===== config.mk =====
export PLATFORM = sky130hd
export DESIGN_NAME = lfce_fifo
export DESIGN_NICKNAME = d
export VERILOG_FILES = /design/src/design/lfce_pkg.sv /design/src/design/lfce_fifo.sv
export SDC_FILE = /design/constraint.sdc
export NUM_CORES = 1
export LEC_CHECK = 0
export ABC_AREA = 1
export BUFFER_PORTS_ARGS = -buffer_cell sky130_fd_sc_hd__buf_2
export CAP_MARGIN = 20
export CORE_MARGIN = 2
export CORE_UTILIZATION = 50
export DETAILED_ROUTE_END_ITERATION = 10
export PLACE_DENSITY = 0.79
export SYNTH_ARGS = -nofsm -noshare
export SYNTH_HDL_FRONTEND = slang
export SYNTH_SLANG_ARGS = --single-unit

===== constraint.sdc =====
create_clock -name clk -period 2.2 [get_ports clk]
set_clock_uncertainty 0.2 [all_clocks]
set_input_delay 0.44 -clock clk [delete_from_list [all_inputs] [get_ports clk]]
set_output_delay 0.44 -clock clk [all_outputs]
set_load 0.005 [all_outputs]

===== src/design/lfce_pkg.sv =====
// Shared types and constants for the clamped-edge line FIR filter.
`default_nettype none

package lfce_pkg;

	localparam int NUM_TAPS   = 7;
	localparam int SAMPLE_W   = 16;
	localparam int TAP_W      = 18;
	localparam int PROD_W     = SAMPLE_W + TAP_W;
	localparam int ACC_W      = PROD_W + 3;
	localparam int FIFO_DEPTH = 16;
	localparam int CFG_IDX_W  = 3;
	localparam int CFG_DATA_W = 18;

	localparam logic [CFG_IDX_W-1:0] REG_KERNEL_RADIUS = 3'd0;
	localparam logic [CFG_IDX_W-1:0] REG_TAP_0         = 3'd1;

	localparam int                       UNITY_TAP_IDX   = 3;
	localparam logic signed [TAP_W-1:0]  UNITY_TAP_VALUE = 18'sd16384;

	typedef logic signed [SAMPLE_W-1:0] sample_t;
	typedef logic signed [TAP_W-1:0]    tap_t;

	typedef struct packed {
		logic                          vld;
		logic                          lst;
		logic signed [ACC_W-1:0]       acc;
		logic [NUM_TAPS-1:0][SAMPLE_W-1:0] xs;
	} lane_t;

	typedef struct packed {
		logic signed [SAMPLE_W-1:0] filtered;
		logic                       last;
	} result_t;

endpackage

`default_nettype wire


===== src/design/lfce_fifo.sv =====
// Result buffer between the tap chain and the output channel.
`default_nettype none

module lfce_fifo
	import lfce_pkg::*;
#(
	parameter int DEPTH = 16
)
(
	input  wire logic    clk,
	input  wire logic    arst_n,
	input  wire logic    push,
	input  wire result_t wdata,
	input  wire logic    pop,
	output result_t      rdata,
	output logic         nonempty
);

	localparam int AW = $clog2(DEPTH);

	result_t          mem_q [DEPTH];
	logic [AW-1:0]    wp_q;
	logic [AW-1:0]    rp_q;
	logic [AW:0]      cnt_q;

	always_ff @(posedge clk or negedge arst_n) begin
		if (!arst_n) begin
			wp_q  <= '0;
			rp_q  <= '0;
			cnt_q <= '0;
		end else begin
			if (push) begin
				wp_q <= (wp_q == AW'(DEPTH - 1)) ? '0 : wp_q + 1'b1;
			end
			if (pop) begin
				rp_q <= (rp_q == AW'(DEPTH - 1)) ? '0 : rp_q + 1'b1;
			end
			cnt_q <= cnt_q + (AW+1)'(push) - (AW+1)'(pop);
		end
	end

	always_ff @(posedge clk) begin
		if (push) begin
			mem_q[wp_q] <= wdata;
		end
	end

	assign rdata    = mem_q[rp_q];
	assign nonempty = (cnt_q != '0);

endmodule

`default_nettype wire


* After elaboration in Yosys (flattened, before gate mapping) *
Memories as Yosys holds them, arrays and structs flattened.
Cells that the tools add are included.
W data, S select, Z words.

word-level totals
  register bits = 13
  bits in latches = 0
  bits in writable memories = 272
  bits in read-only memories = 0
  input port bits = 21
  output and inout port bits = 18
  word-level logic and storage cells = 15
  memories kept = 1

memory list
  name   depth  bits a word  rd ports  clocked after Yosys merged registers in  wr ports  line             text
  mem_q  16     17           1         0                                        1         lfce_fifo.sv:21  result_t mem_q [DEPTH];

cells by class
  add/sub/neg operators = 4
  multiply operators = 0
  div/mod/pow operators = 0
  order comparisons = 0
  equality and inequality tests = 2
  shift-type cells = 0
  mux-type cells = 4
  bitwise gates (word level) = 0
  reductions and logical operators = 1

operators with widths
  kind                   count
  $add A4 B1 Y4 const B  2
  $eq A4 B4 Y1 const B   2
  $mux W4                2
  $add A5 B1 Y5          1
  $reduce_bool A5 Y1     1
  $sub A5 B1 Y5          1
  $mux W1                2

* Logic depth before layout (Yosys ltp) *
  depth in word-level cells = 2
  depth in mapped cells = 10

* Worst setup path after synthesis *
Ideal clock, no wire load.

  kind = in2reg
  start point = input push
  end point = memory mem_q[15][0] (netlist bit) (enable)
  setup time = 392 ps
  arrival time = 1,604 ps
  setup slack = 4 ps
  stages on the path = 3
  buffers on the path = 1
  path through = clkbuf_1 nand2_1 nor2_1

between the ends
  longest elaborated chain between the ends = 2

ends and longest elaborated chain
  item                           line             text
  start, declared                lfce_fifo.sv:12  input wire logic push,
  $mux W1                        lfce_fifo.sv:43  if (push) begin
  $mux W1 (implied by the code)  lfce_fifo.sv:44  mem_q[wp_q] <= wdata;
  end, declared                  lfce_fifo.sv:21

No other way between the ends.

==> qor.csv <==
stage,metric,value,unit
sta,fin_ws,-0.621,ns
hold_path,min_path_type,in2reg,
grt,grt_pass1_vias,8982,
worst_setup_path,worstPathArrival,2.18,ns
worst_setup_path,critPathTopFamily,buffers and inverters,
pwr,power,18.0,mW
cts,worstSkewPairLatency,0.55,ns
pwr,irDropWorstVdd,0.000925,V
worst_setup_path,r2r-end,cnt_q[4],
sta,fmax,354,MHz
grt,grt-ovfl-total,0,
cells_and_area,area_growth,20.6,%
place,dp_hpwl,17900,um
job,maxCapViolCount,0,
worst_setup_path,r2r_setup_slack,0.18,ns
worst_setup_path,r2r_cells,9,
drt,first_iter_violations,1138,
die,coreArea,25000,um2
sta,finalCritPeriodShare,1.28,
hold_path,whs_endpoint,wp_q[1],
grt,met3_usage,0.0305,
grt,grt_max_degree,43,
die,die_y,163,um
cts,numCtsBuffers,29,
worst_setup_path,cp_slowest_cell,dfrtp_4,
run_status,outcome,"complete, but fails checks",
synthesis,syn_inst,1268,
synthesis,ys_seq_area_frac,0.671,
synthesis,syn-num-nets,1301,
cts,cts_sinks,285,
sta,hold_viol,0,
cells_and_area,multi_input_area,3020,um2
cells_and_area,antenna_cells,0,
grt,grtUsageMet1,0.288,
drt,num_vias,9230,
synthesis,avgSynthCellArea,9.98,um2
grt,grt.busiest_layer,met2,
worst_setup_path,path_class,reg2out,
cts,cts_root_buf,clkbuf_16,
die,initial_core_util,0.505,
worst_setup_path,crit_chain,"buf_16, buf_12, buf_16, nand2_1, nand3_1, nand3_1, nand3_1, nand2_1, buf_2",
synthesis,ys_warn_count,0,
synthesis,synth_area,12700,um2
cts,cts.clk_slew.worst_paths,0.06,ns
worst_setup_path,cp.required,1.56,ns
pwr,power_switching,6.33,mW
worst_setup_path,regToRegStartpoint,cnt_q[0],
run_status,violations,negative setup slack,
cells_and_area,regArea,8500,um2
cells_and_area,nets,1405,
cts,clk_path_buf_depth,3,
die,io_pins,39,
cts,h-tree-depth,1,
sta,slew_headroom,0.757,
die,die_area,26600,um2
sta,slew_viol_final,0,
cells_and_area,mostFrequentLayoutCell,nand2_1,
synthesis,synth-seq-cells,285,
hold_path,hold_start,push,
drt,first_pass_iters,5,
pwr,seqPwrFrac,0.373,
drt,finalWirelength,33300,um
place,dp_cells,1645,
synthesis,yosys.area.top_type,edfxtp_1,
pwr,p_sw_frac,0.351,
worst_setup_path,path_common_cell,nand3_1,
sta,rsz0062_at_grt,yes,
drt,ant_nets,0,
sta,post-route-min-period,2.82,ns
drt,drc,0,
grt,antenna_found_initial,0,
worst_setup_path,critical_path.startpoint_type,flip-flop,
worst_setup_path,cpPeakStageDelay,0.56,ns
cells_and_area,finalNonFillerCells,1724,
pwr,power_leakage,6.92,nW
pwr,p_int,11.7,mW
worst_setup_path,end_kind,output port,
sta,setup_viol_count_final,17,
place,portBuffers,38,
place,pre_cts_slack,-0.0995,ns
cells_and_area,fillers,1776,
sta,setup_tns,-9.20,ns
cells_and_area,drive_gt1_frac,0.172,
pwr,pwr-share-comb,0.369,
place,place_area,13600,um2
grt,grt_pass1_wl,46900,um
synthesis,synth_cell_types,23,
drt,routed_via_density,5.35,
grt,grt_use_met2,0.403,
synthesis,synth.area.top_cells,"edfxtp_1, nand2_1, inv_1",
drt,wl_per_cell,19.3,um
pwr,power_density,1180,nW/um2
die,num_rows,58,
cells_and_area,layout_common_cells,"nand2_1, edfxtp_1, inv_1, nand3_1, buf_4",
die,die_w,163,um
sta,worst_pin_slew,0.365,ns
hold_path,hold-path-cell-count,3,
place,gp_congestion,0.851,
worst_setup_path,cp_num_buf_inv,4,
cts,cts_tree,yes,
grt,grt_util_all_layers,0.234,
synthesis,synth_top_area_share,0.646,
worst_setup_path,cp_max_fo,14,
cells_and_area,stdcell_area,15300,um2
pwr,p_clk_frac,0.259,
-- layout make-up --
cell class | instances | area share
multi-input cells | 651 | 0.198
well taps | 330 | 0.0271
clock buffers | 40 | 0.0529
clock inverters | 13 | 0.00623
repair inverters | 1 | 0.00107
repair buffers | 124 | 0.0874
inverters | 280 | 0.0706
flip-flops and latches | 285 | 0.557
-- sequential cells by signal, summed over array words and instances (netlist names) --
name   count
cnt_q      5
wp_q       4
rp_q       4
mem_q    272
-- worst max path at each step --
stage	startpoint	endpoint	slack [ns]	depth (start not counted)
final	rp_q[0]	rdata[13]	-0.62	9
after global routing	rp_q[0]	rdata[13]	-0.70	10
after CTS	rp_q[0]	rdata[3]	-0.48	10
after detailed placement	pop	cnt_q[4]	-0.1	9
after global placement	pop	cnt_q[4]	-0.04	9
after floorplan	push	mem_q[15][0]	0.004	3
-- power by group through the flow --
| stage | clock (mW) | sequential (mW) | combinational [mW] |
|---|---|---|---|
| floorplan | 0 | 6.73 | 3.26 |
| global placement | 0 | 6.78 | 5.19 |
| detailed placement | 0 | 6.80 | 5.37 |
| global route | 4.86 | 6.76 | 7.13 |
| CTS | 4.67 | 6.70 | 5.91 |
| finish | 4.66 | 6.72 | 6.65 |
-- through the flow --
stage,util,hold WS (ns)
after floorplan,-,-0.0556
after global placement,0.544,0.148
after detailed placement,0.544,0.154
after CTS,0.595,0.0348
after global routing,0.610,0.0616
final,0.610,0.0375
-- metal layers --
metal	vias to the layer above	wire, um	part of all wire
li1	4200	-	-
met1	4348	11800	0.35
met2	544	16500	0.50
met3	138	3100	0.093
met4	0	1930	0.058
met5	-	0	0
-- cell families after synthesis --
family	synth area share
AND/OR/NAND/NOR	0.204
buffers and inverters	0.106
flip-flops	0.671
adder cells (fa/ha/maj)	0.0125
AO/OA/AOI/OAI	0.00356
XOR/XNOR	0.00277
-- Yosys cell counts --
library cell    n
nor3_1          1
xor2_1          3
dfrtp_1        13
clkinv_1        2
buf_1           1
buf_6           5
nand3_1       176
inv_2           3
xnor2_1         1
fa_1            1
buf_4           5
nor2_2          1
buf_2          32
o21ai_1         1
clkbuf_1        9
nor3_2          1
nand2_1       429
edfxtp_1      272
a21oi_1         2
o21ai_0         6
nor2_1         18
ha_1           11
inv_1         275
-- tightest hold or removal path: stages --
cell and delay (ns):
buf_2 0.16, nand2_1 0.06, o21ai_0 0.07
-- what timing repair did --
item                                    in CTS  in global routing
hold buffers                                 1                  0
endpoints found under the setup margin      17                 18
buffers inserted                             6                  7
endpoints found under the hold margin       13                  0
resized for setup                           36                 49
cloned                                       7                  6
pin swaps                                    7                 16
No activity file was read; power rests on OpenSTA's default activity.
