## src/design/lfce_pkg.sv

```systemverilog
// Shared types and constants for the clamped-edge line FIR filter.
`default_nettype none

package lfce_pkg;

	localparam int NUM_TAPS   = 7;
	localparam int SAMPLE_W   = 16;
	localparam int TAP_W      = 18;
	localparam int PROD_W     = SAMPLE_W + TAP_W;
	localparam int ACC_W      = PROD_W + 3;
	localparam int FIFO_DEPTH = 16;
	localparam int CFG_IDX_W  = 3;
	localparam int CFG_DATA_W = 18;

	localparam logic [CFG_IDX_W-1:0] REG_KERNEL_RADIUS = 3'd0;
	localparam logic [CFG_IDX_W-1:0] REG_TAP_0         = 3'd1;

	localparam int                       UNITY_TAP_IDX   = 3;
	localparam logic signed [TAP_W-1:0]  UNITY_TAP_VALUE = 18'sd16384;

	typedef logic signed [SAMPLE_W-1:0] sample_t;
	typedef logic signed [TAP_W-1:0]    tap_t;

	typedef struct packed {
		logic                          vld;
		logic                          lst;
		logic signed [ACC_W-1:0]       acc;
		logic [NUM_TAPS-1:0][SAMPLE_W-1:0] xs;
	} lane_t;

	typedef struct packed {
		logic signed [SAMPLE_W-1:0] filtered;
		logic                       last;
	} result_t;

endpackage

`default_nettype wire

```

## src/design/lfce_cell.sv

```systemverilog
// One multiply-accumulate cell of the tap chain.
`default_nettype none

module lfce_cell
	import lfce_pkg::*;
(
	input  wire logic  clk,
	input  wire logic  arst_n,
	input  wire tap_t  tap,
	input  wire lane_t lane_in,
	output lane_t      lane_out
);

	logic signed [PROD_W-1:0] prod;
	lane_t                    lane_nx;
	lane_t                    lane_s1;

	always_comb begin
		prod = tap * $signed(lane_in.xs[0]);
		lane_nx.vld = lane_in.vld;
		lane_nx.lst = lane_in.lst;
		lane_nx.acc = $signed(lane_in.acc) + ACC_W'(prod);
		// advance the operands by one place
		for (int i = 0; i < NUM_TAPS - 1; i++) begin
			lane_nx.xs[i] = lane_in.xs[i+1];
		end
		lane_nx.xs[NUM_TAPS-1] = '0;
	end

	always_ff @(posedge clk or negedge arst_n) begin
		if (!arst_n) begin
			lane_s1 <= '0;
		end else begin
			lane_s1 <= lane_nx;
		end
	end

	assign lane_out = lane_s1;

endmodule

`default_nettype wire

```

## config.mk

```make
export PLATFORM = sky130hd
export DESIGN_NAME = lfce_cell
export DESIGN_NICKNAME = d
export VERILOG_FILES = /design/src/design/lfce_pkg.sv /design/src/design/lfce_cell.sv
export SDC_FILE = /design/constraint.sdc
export NUM_CORES = 1
export LEC_CHECK = 0
export ABC_AREA = 1
export BUFFER_PORTS_ARGS = -buffer_cell sky130_fd_sc_hd__buf_4
export CORE_UTILIZATION = 55
export DETAILED_ROUTE_END_ITERATION = 10
export GPL_TIMING_DRIVEN = 0
export PLACE_DENSITY = 0.82
export SETUP_SLACK_MARGIN = 0.4
export SYNTH_ARGS = -nofsm -noshare
export SYNTH_HDL_FRONTEND = slang
export SYNTH_SLANG_ARGS = --single-unit
```

## constraint.sdc

```tcl
create_clock -name clk -period 0.8 [get_ports clk]
set_input_delay 0.16 -clock clk [delete_from_list [all_inputs] [get_ports clk]]
set_output_delay 0.16 -clock clk [all_outputs]
set_load 0.05 [all_outputs]
```

After elaboration in Yosys (flattened, before gate mapping):

Index checks and enable logic that the tools add are counted.

* input bits: 171
* register bits: 135
* word-level logic and storage cells: 11

* multipliers: 1
* add/sub/neg operators: 1

Operator list (count)
* $add A37 B34 Y37: 1
* $mul A18 B16 Y34: 1

Depth between registers and ports, before layout:

Gate-level depths: netlist of run 1.

* word-level depth: 2
* gate-level depth with buffers: 28
* depth with buffers taken out: 27

Worst setup path before layout of run 1:

OpenSTA, ideal clock, no wires.

* kind: input port to flip-flop
* start: input lane_in[7] (netlist name)
* end: register lane_s1 (netlist bit lane_out[148])
* stages on the path: 22
* path slack: -4.642 ns
* library setup time: 0.118 ns
* buffers on the path: 2
* arrival: 5.324 ns
* cells stage by stage: clkbuf_1 -> clkbuf_1 -> nand2_1 -> fa_1 -> inv_1 -> fa_1 -> inv_1 -> fa_1 -> fa_1 -> inv_1 -> fa_1 -> inv_1 -> fa_1 -> inv_1 -> ha_1 -> inv_1 -> nor3_1 -> nand2_1 -> nor2_1 -> nand3_1 -> nand4_1 -> nand2_1

RTL lines
* from (decl): RTL line lfce_cell.sv:10 `input wire lane_t lane_in,`
* to (signal assigned): RTL line lfce_cell.sv:34 `lane_s1 <= lane_nx;`
* to (decl): RTL line lfce_cell.sv:16 `lane_t lane_s1;`

==> results of run 1 <==
-- cells in the final DEF, fill, tap and decap left out, drive strengths merged --
cell type / instances
clkinv: 6
nand2: 471
dfrtp: 135
nor4: 1
a21oi: 33
a21o: 4
o211ai: 2
xor2: 18
ha: 108
o21ai: 18
or2: 3
buf: 440
inv: 570
nand3: 39
o21bai: 3
nand3b: 1
xnor2: 4
nor3: 10
bufbuf: 1
clkinvlp: 4
clkbuf: 87
diode: 2
bufinv: 1
fa: 340
nand4: 6
nor2: 76
conb: 16
-- layer usage --
metal  vias up  GRT usage (%)  share of wire, %
met5         -              0             0.082
met4         2           22.1               8.5
met3       500           11.1                13
met2      1258           65.9                47
met1      7733           49.6                32
li1       6311              -                 -
-- final cells by class --
cell class              instances  area share (%)
diodes                          2          0.0196
inverters                     570            8.48
well taps                     396            1.94
clock buffers                  21            1.76
plain buffers                  81            6.36
repair buffers                426            15.7
flip-flops and latches        135            13.9
clock inverters                11           0.396
multi-input cells            1153            51.5
-- timing repair --
action | CTS | global route
hold endpoints to repair | 142 | 189
endpoints found under the setup margin | 263 | 217
pin swaps | 163 | 78
cloned | 8 | 0
gates resized for setup | 441 | 140
setup buffers | 116 | 26
-- cells by family (layout without fill, tap and decap cells) --
kind of cell / Yosys count / count (layout) / synth area share (%)
simple gates: 607 / 607 / 14.4
other cells: 1 / 18 / 0.0220
fa+ha+maj: 448 / 448 / 47.9
xor+xnor: 22 / 22 / 1.13
flops: 135 / 135 / 19.8
compound gates: 60 / 60 / 2.01
buf+inv: 651 / 1109 / 14.7
-- critical path, stage by stage --
cell      delay [ns]
clkbuf_8        0.18
clkbuf_8        0.20
nor2_4          0.05
fa_1            0.80
fa_1            0.53
fa_1            0.56
fa_1            0.47
fa_1            0.56
inv_2           0.05
fa_2            0.64
inv_2           0.07
ha_4            0.34
nand2_4         0.10
nor2_4          0.13
inv_2           0.07
nor3_4          0.23
nand2_2         0.12
nand2_4         0.14
nand2_4         0.08
nand3_2         0.07
nand2_1         0.06
-- cell usage after synthesis --
master / count
a21o_1: 4
a21oi_1: 31
a21oi_2: 2
buf_1: 2
buf_2: 2
buf_4: 16
clkbuf_1: 61
clkinv_1: 1
conb_1: 1
dfrtp_1: 135
fa_1: 340
ha_1: 108
inv_1: 566
inv_2: 3
nand2_1: 455
nand2_2: 16
nand3_1: 39
nand3b_1: 1
nand4_1: 6
nor2_1: 66
nor2_2: 9
nor2_4: 1
nor3_1: 7
nor3_2: 2
nor3_4: 1
nor4_1: 1
o211ai_1: 1
o211ai_2: 1
o21ai_0: 15
o21ai_1: 1
o21ai_2: 2
o21bai_1: 3
or2_2: 3
xnor2_1: 4
xor2_1: 18
-- stage by stage --
step,instances,utilization [%]
finish,2795,83.9
global route,2794,83.8
CTS,2767,81.4
detailed placement,2611,69.6
global placement,2610,69.5
floorplan,1939,-
-- worst paths after layout --
kind                             start  slack, ns  cells past startpoint                       to
min                             arst_n      -0.39                      1   lane_out[21]$_DFF_PN0_
max in group asynchronous       arst_n       0.49                      2   lane_out[13]$_DFF_PN0_
max                             tap[1]      -4.55                     21  lane_out[134]$_DFF_PN0_
min in group clk           lane_in[40]      -0.16                      1   lane_out[24]$_DFF_PN0_
==> qor.yml, run 1 <==
outcome: "finished, violations left"
violations: "negative hold slack, negative setup slack"
fin_ws_ns: -4.55
max-clock-path-buffers: 2
syn-cell-area_um2: 17000
fin_crit_ns: 5.35
grt_pass1_vias: 16900
rows: 64
drt_pass1_iterations: 6
pre_cts_ws_ns: -5.04
cts_tree: "yes"
slew-limit-headroom_pct: 46.0
rsz0062_at_grt: "yes"
worstSetupPathType: "in2reg"
cts_buffers: 17
startpoint_type: "input port"
syn_to_final_growth_pct: 50.1
root_buffer: "clkbuf_16"
cp_max_fo: 10
clock-sinks: 135
setup_viol: 171
largest_register_ffs: 135
dpl_cell_area_um2: 21200
cap_viol_max_count: 0
gp_congestion: 0.954
grt_overflow: 0
initial_core_util_pct: 55.9
ff_latch_area_um2: 3550
drive_above_1_share_pct: 44.7
ys_top_cells_by_area: "fa_1 40%, dfrtp_1 20%, inv_1 12%, nand2_1 10%, ha_1 7.9%"
fp.dieArea_um2: 31700
fp.dieW_um: 178
yosys_warnings: 0
grt_start_max_net_pins: 47
antenna_found_initial: 2
vias: 15800
setup_tns_ns: -182.70
yosysSeqAreaShare_pct: 19.8
hold_viol: 188
drc: 0
io_pins: 322
viasPerCell: 5.65
max_freq_mhz: 187
yosys.area.top_type: "fa_1"
worstMarginPinSlew_ns: 0.810
slew_violations: 0
grt_pass1_wl_um: 94100
finalInstanceArea_um2: 25600
initialDrtViolationCount: 1793
portBuffers: 275
postSynthAreaPerCell_um2: 8.86
final_nets: 3003
ys_ff_latch: 135
fin_crit_sh_pct: 669
multi_input_area_um2: 13200
syn_inst: 1924
core_region_area_um2: 30500
wl_per_cell_um: 24.9
yosysUniqueCellTypes: 35
die_h_um: 178
end_kind: "register"
detail-route-antenna-nets: 0
dp_hpwl_um: 41500
arrival_ns: 5.65
routed_wirelength_um: 69600
grt.total_usage_pct: 40.7
synth_top_cell_area_share_pct: 39.9
fillers: 1455
hold_class: "in2async"
worstPathRequired_ns: 1.10
clk_pin_slew_ns: 0.06
fin_hold_ws_ns: -0.387
htreeDepth: 4
Power of run 1 is left out: the tool's default activity adds up to more than one toggle a clock period on the data nets, which glitch-free logic cannot reach.
==> run 2: changes to the inputs <==
Settings changed: CORE_UTILIZATION 55 to 40, PLACE_DENSITY 0.82 to 0.64.
==> run 2 against run 1 <==
Effect of this change: count of clock-buffer cells in the layout fell by 1; via count is 12% lower; the flow still finishes with violations (negative hold slack, negative setup slack); flip-flop and latch count unchanged; worst hold slack improved by 0.034 ns; highest routed layer is now met4; setup slack better by 0.48 ns; global-route usage down 15 points; cell area is 0.44% higher.
==> qor.yml, run 2 (same netlist as run 1, synthesis figures left out) <==
largest_register_ffs: 135  # unchanged
fin_crit_sh_pct: 609  # -60 points
grt_pass1_vias: 15400  # -8.7%
grt_start_max_net_pins: 47  # unchanged
violations: "negative hold slack, negative setup slack"
slew-limit-headroom_pct: 47.9  # +1.9 points
startpoint_type: "input port"
die_h_um: 208  # +17%
core_region_area_um2: 41900  # +37%
worstPathRequired_ns: 1.08  # -0.02 ns
end_kind: "register"
routed_wirelength_um: 53700  # -23%
n_antenna_cell: 0  # -2
syn_to_final_growth_pct: 50.8
io_pins: 322  # unchanged
cts_tree: "yes"
htreeDepth: 4  # unchanged
initialDrtViolationCount: 899  # -50%
rsz0062_at_grt: "yes"
wl_per_cell_um: 18.4  # -26%
fin_hold_ws_ns: -0.354  # +0.0337 ns
arrival_ns: 5.15  # -0.50 ns
root_buffer: "clkbuf_16"
detail-route-antenna-nets: 0  # unchanged
worstSetupPathType: "in2reg"
max-clock-path-buffers: 2  # unchanged
worstPathCellList: "buf_12 > clkbuf_16 > nand2_8 > inv_2 > fa_2 > fa_2 > buf_6 > buf_6 > fa_1 > fa_1 > fa_1 > inv_1 > fa_1 > inv_1 > ha_4 > nand2_4 > nor2_4 > nand2_1 > nor4_2 > nand2_1 > nand4_1 > nand2_2"
fin_ws_ns: -4.07  # +0.480 ns
dp_hpwl_um: 41500  # about the same
cp_top_family: "adder cells"
rows: 75  # +17%
vias: 14000  # -12%
fp.dieArea_um2: 43400  # +37%
slowest_delay_ns: 0.61  # -0.19 ns
final_common_cell: "inv_1"
grt_pass1_wl_um: 85000  # -9.7%
drive_above_1_share_pct: 43.7  # -1.1 points
max_freq_mhz: 205  # +9.8%
outcome: "finished, violations left"
slew_violations: 0  # unchanged
worstMarginPinSlew_ns: 0.781  # -0.0284 ns
cp_num_buf_inv: 7  # +2
cap_viol_max_count: 0  # unchanged
initial_core_util_pct: 40.6  # -15 points
final_nets: 2994  # -0.30%
drt_pass1_iterations: 5  # -1
drc: 0  # unchanged
hold_viol: 147  # -22%
grt_overflow: 0  # unchanged
clk_pin_slew_ns: 0.06  # about the same
fp.dieW_um: 208  # +17%
grt.total_usage_pct: 25.8  # -15 points
antenna_found_initial: 0  # -2
portBuffers: 275  # unchanged
gp_congestion: 0.922  # -3.4%
setup_viol: 171  # unchanged
final_cell_mix: "498 x inv_1, 359 x nand2_1, 307 x fa_1"
fin_crit_ns: 4.87  # -0.480 ns
cp_slowest_cell: "fa_2"
path_common_cell: "fa_1"
setup_tns_ns: -166.91  # +15.79 ns
cts_buffers: 17  # unchanged
cp_max_fo: 5  # -5
clock-sinks: 135  # unchanged
hold_class: "in2async"
viasPerCell: 4.77  # -16%
-- run 2: cell count changes in the layout (fill, tap and decap cells not counted), moves of 4 or more --
| cell | change |
|---|---|
| bufinv_16 | +4 |
| buf_8 | +7 |
| nor2_4 | -4 |
| inv_2 | -4 |
| nand2_4 | -5 |
| buf_4 | -14 |
| a21oi_1 | -5 |
| nand2_1 | +24 |
| a21oi_2 | +6 |
| buf_6 | -5 |
| nand2_2 | -17 |
-- run 2: per-stage QoR --
step	setup WS, ns	hold WS, ns	util, %	instances	cell area (µm²)
5_1_grt	-4.20	-0.349	61.3	2926	25700
3_5_place_dp	-5.05	0.123	51.1	2754	21400
2_1_floorplan	-4.18	-0.136	-	1939	18700
6_report	-4.07	-0.354	61.3	2926	25700
3_3_place_gp	-5.07	0.270	51.0	2753	21400
4_1_cts	-4.02	-0.367	59.6	2891	25000
-- run 2: timing repair --
item,CTS,global route
gates resized for setup,429,114
cloned,11,1
endpoints found under the setup margin,263,217
pin swaps,140,74
setup buffers,95,34
hold endpoints to repair,144,143
-- run 2: layout make-up --
cell class	count	area, µm²
clock buffer	20	457
sequential	135	3550
clock inverter	11	198
timing repair buffer	417	4020
tap	539	674
multi-input combinational	1153	13000
buffer	81	1610
fill	3384	16200
inverter	570	2170
-- run 2: per-layer routing --
layer  track usage [%]  share of wire (%)
met3              4.59                6.2
met5                 0                  0
met4              10.6                4.6
met2              43.3                 50
met1              32.8                 39
-- run 2: how the worst max path moves through the flow --
stage / start / endpoint / slack, ns / cells past startpoint
floorplan: tap[17] / lane_out[148]$_DFF_PN0_ / -4.18 / 23
global placement: lane_in[15] / lane_out[146]$_DFF_PN0_ / -5.07 / 22
detailed placement: lane_in[15] / lane_out[146]$_DFF_PN0_ / -5.05 / 22
CTS: tap[17] / lane_out[148]$_DFF_PN0_ / -4.02 / 22
global route: tap[17] / lane_out[141]$_DFF_PN0_ / -4.20 / 22
finish: tap[17] / lane_out[141]$_DFF_PN0_ / -4.07 / 22
Power of run 2 is left out for the same reason.
